==> config.mk <==
export PLATFORM = sky130hd
export DESIGN_NAME = erm_front
export DESIGN_NICKNAME = d
export VERILOG_FILES = /design/src/erm_pkg.sv /design/src/erm_front.sv
export SDC_FILE = /design/constraint.sdc
export NUM_CORES = 1
export LEC_CHECK = 0
export BUFFER_PORTS_ARGS = -buffer_cell sky130_fd_sc_hd__clkbuf_2
export CAP_MARGIN = 20
export CORE_MARGIN = 2
export CORE_UTILIZATION = 25
export CTS_CLUSTER_SIZE = 24
export DETAILED_ROUTE_END_ITERATION = 16
export PLACE_DENSITY_LB_ADDON = 0.25
export REMOVE_ABC_BUFFERS = 1
export SYNTH_ARGS = -nofsm -noshare
export SYNTH_HDL_FRONTEND = slang
export SYNTH_SLANG_ARGS = --single-unit
==> constraint.sdc <==
create_clock -name clock -period 9.5 [get_ports clock]
set_input_delay 0.475 -clock clock [delete_from_list [all_inputs] [get_ports clock]]
set_output_delay 0.475 -clock clock [all_outputs]
set_load 0.05 [all_outputs]
==> src/erm_pkg.sv <==
// Shared constants and types for the Euler rotation matrix builder.
// No dependencies.
`default_nettype none
package erm_pkg;
   localparam int TableDepthDefault = 256;
   localparam int QueueDepth        = 2;
   localparam int AngleWidth        = 16;
   localparam int ValueWidth        = 16;
   localparam int FracBits          = 8;
   localparam int Q15Shift          = 15;
   localparam logic [AngleWidth-1:0] CosOffset = 16'h4000;
   localparam logic CmdWrite = 1'b0;
   localparam logic CmdBuild = 1'b1;

   typedef struct packed {
      logic                   cmd;
      logic [7:0]             table_index;
      logic signed [15:0]     table_value;
      logic [15:0]            angle_x;
      logic [15:0]            angle_y;
      logic [15:0]            angle_z;
   } req_type;

   typedef struct packed {
      logic signed [15:0] row0_col0;
      logic signed [15:0] row0_col1;
      logic signed [15:0] row0_col2;
      logic signed [15:0] row1_col0;
      logic signed [15:0] row1_col1;
      logic signed [15:0] row1_col2;
      logic signed [15:0] row2_col0;
      logic signed [15:0] row2_col1;
      logic signed [15:0] row2_col2;
   } rsp_type;

   // Q15 multiply: floor shift by 15, wrap to 16 bits
   function automatic logic signed [15:0] qmul(input logic signed [15:0] a,
                                               input logic signed [15:0] b);
      logic signed [31:0] p;
      p = a * b;
      return p[30:15];
   endfunction
endpackage
`default_nettype wire

==> src/erm_front.sv <==
// Front end: takes items and queues them, writes and builds in order.
// Depends on erm_pkg.
`default_nettype none
module erm_front (
   input  wire logic clock,
   input  wire logic reset,
   input  wire logic in_valid,
   output logic      in_ready,
   input  wire erm_pkg::req_type in_data,
   output logic      q_valid,
   input  wire logic q_pop,
   output erm_pkg::req_type q_item
);
   localparam int QDEPTH = erm_pkg::QueueDepth;
   localparam int QW = $clog2(QDEPTH);
   erm_pkg::req_type q_mem_ff [QDEPTH];
   logic [QW-1:0]  wp_ff, rp_ff;
   logic [QW:0]    cnt_ff;
   logic           push;

   // accept while the queue has room; table writes queue too so they stay in order
   assign in_ready = !reset && (cnt_ff != (QW+1)'(QDEPTH));
   assign push     = in_valid && in_ready;
   assign q_valid  = (cnt_ff != '0);
   assign q_item   = q_mem_ff[rp_ff];

   // hold queued items
   always_ff @(posedge clock) begin
      if (push) q_mem_ff[wp_ff] <= in_data;
      if (reset) begin
         wp_ff <= '0; rp_ff <= '0; cnt_ff <= '0;
      end else begin
         if (push) wp_ff <= (wp_ff == QW'(QDEPTH-1)) ? '0 : wp_ff + 1'b1;
         if (q_pop) rp_ff <= (rp_ff == QW'(QDEPTH-1)) ? '0 : rp_ff + 1'b1;
         cnt_ff <= cnt_ff + (QW+1)'(push) - (QW+1)'(q_pop);
      end
   end
endmodule
`default_nettype wire

==> results <==
- The register bit total from synthesis is 151.
- The xor/xnor cell area share of the yosys netlist is 0.00299.
- Compared with the post-synthesis result, the final layout area differs by 28.6%.
- Across the run, the number of max-cap violations was 0.
- In this run the worst hold path is classified as in2reg.
- The kind of start point of the critical path is a flop.
- Setup repair after global routing left no endpoint under its margin.
- The number of stages on the worst hold path is 1.
- After synthesis, the most frequently instantiated cells are edfxtp_1, mux2_4, buf_12.
- The clock slew at the register clock pins of the worst setup and hold paths is 0.06 ns.
- Counting every sink on the clock net gives 151.
- Data on the critical path arrives at its endpoint at 2.60 ns.
- The maximum count of clock buffers along a single path is 2.
- Dividing the final minimum period by the clock period gives 0.324.
- The wire-length estimate of the detail-placed layout is 7060 um.
- The synthesized cell area is 5850 um2.
- The count of nets after finishing is 498.
- The number of synthesis warnings is 0.
- The power density over the cells is 235 nW/um2.
- Counting the fill cells in the layout gives 2,207.
- Yosys attributes the largest share of cell area to edfxtp_1, mux2_4, buf_12.
- The share of the Yosys chip area taken by registers is 0.766.
- The biggest area contributor in the post-synthesis netlist is edfxtp_1.
- The routability-driven placement congestion ratio is 0.657.
- The number of antenna diodes in the final layout is 0.
- The area of the core region is 22,800 um2.
- The first-pass GRT wire length is 16,700 um.
- The adder and majority cell fraction of the synthesized area is 0.00428.
- Synthesis produced 253 cells.
- The worst hold path terminates at q_mem_ff[1][2].
- The total wirelength of the detailed-routed design is 11,200 um.
- The startpoint of the lowest-slack register-to-register path is cnt_ff[0].
- Hold is met by 0.254 ns.
- The number of hold buffers added after cts is 0.
- The prevailing post-synth register cell is edfxtp_1.
- Of all nets on the critical path, the largest fanout is 51.
- The critical path in this run is classified as reg2out.
- The number of DRC violations after detailed routing is 0.
- The initial utilization of the core area, before any placement, comes to 0.257.
- TritonCTS built the clock tree.
- The portion of synthesized area spent on multiplexers is 0.185.
- The final-layout setup total negative slack is 0 ns.
- The area enclosed by the die boundary is 24,700 um2.
- Measured against its own limit, the worst slew margin works out to 0.325.
- The number of core rows is 55.
- 152 I/O pins were placed.
- The count of final max-slew check failures was 0.
- Counting the buffers created by CTS gives 17.
- The number of setup buffers added after CTS is 0.
- CTS placed an instance of clkbuf_16 at the clock tree root.
- The pin count of the biggest net entering global routing is 74.
- For the worst-skew pair, the clock arrives at the later sink with an insertion delay of 0.41 ns.
- The overall global routing resource usage is 0.0916.
- The number of global-route vias before repair was 3,011.
- The number of H-tree levels is 4.
- Counting cells, the worst reg-to-reg path comes to 4.
- The total count of hold-check failures in the final report is 0.
- The required time reported for the critical path endpoint is 9.03 ns.
- The library cell with the highest instance count after synthesis is edfxtp_1.
- The die is 157 um tall.
- In this run, the number of DRC markers left after iteration 0 of detailed routing was 86.
- The number of input and output port buffers inserted is 151.
- The analysis attributes to cell leakage a power of 2.93 nW.
- The worst-case register-to-register setup slack is 7.62 ns.
- From left edge to right edge, the die measures 157 um.
- Of the post-synthesis cell area, the dominant cell type holds 0.749.
- For the pin with the worst max-slew slack, the measured transition is 1.01 ns.
- The total overflow reported by the global router is 0.
- On the final layout, the worst clock skew is 0.00707 ns.
- VDD sags by at most 0.0970 mV.
- The startpoint of the most critical hold path is in_data[2].
- A synthesized cell averages 23.1 um2.
- Of the total synthesized cell area, the portion taken by AND, OR, NAND and NOR gates is 0.0124.
- The fraction of the mapped netlist area in compound gates is 0.00171.
- The count of nets left with antenna violations once routing finished came out at 0.
- In the routed layout, each cell is associated on average with a via count of 3.79.
- The synthesized netlist contains 20 unique library cells.
- The run finished with clean final reports.
- After detailed routing, the average wire length per cell comes to 15.1 um.
- The length of the first detailed-routing pass in iterations is 4.
- The post-route minimum period is 3.07 ns.
- The via count is 2,827.
- The capture instance of the worst register-to-register path is q_mem_ff[1][7].
- The post-cts gate resize count is 0.
- After synthesis, the largest family of logic cells by area is multiplexers.
- The share of final-layout standard cells stronger than drive strength 1 is 0.604.
- After synthesis, the share of flip-flops with an asynchronous set or reset is 0.
- The number of antenna violations at the first check in global routing came to 0.
- The highest achievable clock rate is 325 MHz.
- The number of synthesized flops with an enable pin is 146.
- The capturing element type of the critical path is a primary output.
- Setup violations remaining at the end of the flow were counted as 0.
## flip-flops by register name (all words and copies together), names as in the netlist, named ones only
name	count
wp_ff	1
q_mem_ff	146
rp_ff	1
cnt_ff	2
## placed cells by master, fill, tap and decap left out, types with 3 or more instances in the layout
cell       synthesis  routed
nor2_1             4       4
clkbuf_2           0     151
clkbuf_16          0      17
mux2_2             3       3
dfxtp_1            5       4
bufinv_16          0       4
edfxtp_1         146     146
clkbuf_1           0       4
buf_4              0       3
mux2_4            70      70
## power by group
| part | switching, W | internal, W | leakage [nW] | total, W |
|---|---|---|---|---|
| Clock | 0.000265 | 0.000442 | 0.296 | 0.000707 |
| Combinational | 0.000186 | 0.0000909 | 1.26 | 0.000277 |
| Sequential | 0.0000137 | 0.000770 | 1.38 | 0.000784 |
| Total | 0.000465 | 0.00130 | 2.93 | 0.00177 |
## layout make-up
cell class,instances,area (um2),area share
clock inverter,11,173,0.0229
timing repair buffer,155,806,0.107
tap,313,392,0.0520
clock buffer,21,440,0.0585
sequential,151,4490,0.596
multi-input combinational,92,1220,0.162
inverter,2,7.51,0.000998
## worst max-delay path, cell delays in order, from the launching register on
cell and delay, ns:
dfxtp_4 0.62, buf_4 0.87, mux2_2 0.41, clkbuf_2 0.23
## routing by layer
metal | vias up | wire (um) | track usage
met3 | 12 | 713 | 0.0317
met2 | 87 | 5720 | 0.158
met5 | - | 0 | 0
met4 | 0 | 150 | 0.0403
met1 | 1402 | 4640 | 0.103
li1 | 1326 | - | -
## logic make-up after synthesis
logic type	count (synthesis)
compound gates	1
xor+xnor	2
fa+ha+maj	2
buf+inv	10
flops	151
mux	73
simple gates	14
## stage by stage
step	power, W	worst slack (ns)	instance area [um2]	cells	util
floorplan	0.00102	3.43	5700	245	-
global placement	0.00108	6.82	6890	712	0.302
detailed placement	0.00108	6.79	6890	712	0.302
CTS	0.00180	6.33	7500	744	0.329
global route	0.00184	6.24	7530	745	0.330
finish	0.00177	6.43	7530	745	0.330
## worst max path at each step
| stage | from | endpoint | slack (ns) | cells past startpoint |
|---|---|---|---|---|
| floorplan | in_valid | q_mem_ff[0][0] | 3.43 | 2 |
| global placement | flop | q_item[68] | 6.82 | 3 |
| detailed placement | flop | q_item[68] | 6.79 | 3 |
| CTS | flop | q_item[62] | 6.33 | 3 |
| global route | flop | q_item[62] | 6.24 | 3 |
| finish | flop | q_item[68] | 6.43 | 3 |
Note: power is estimated with default switching activity, not from simulation.
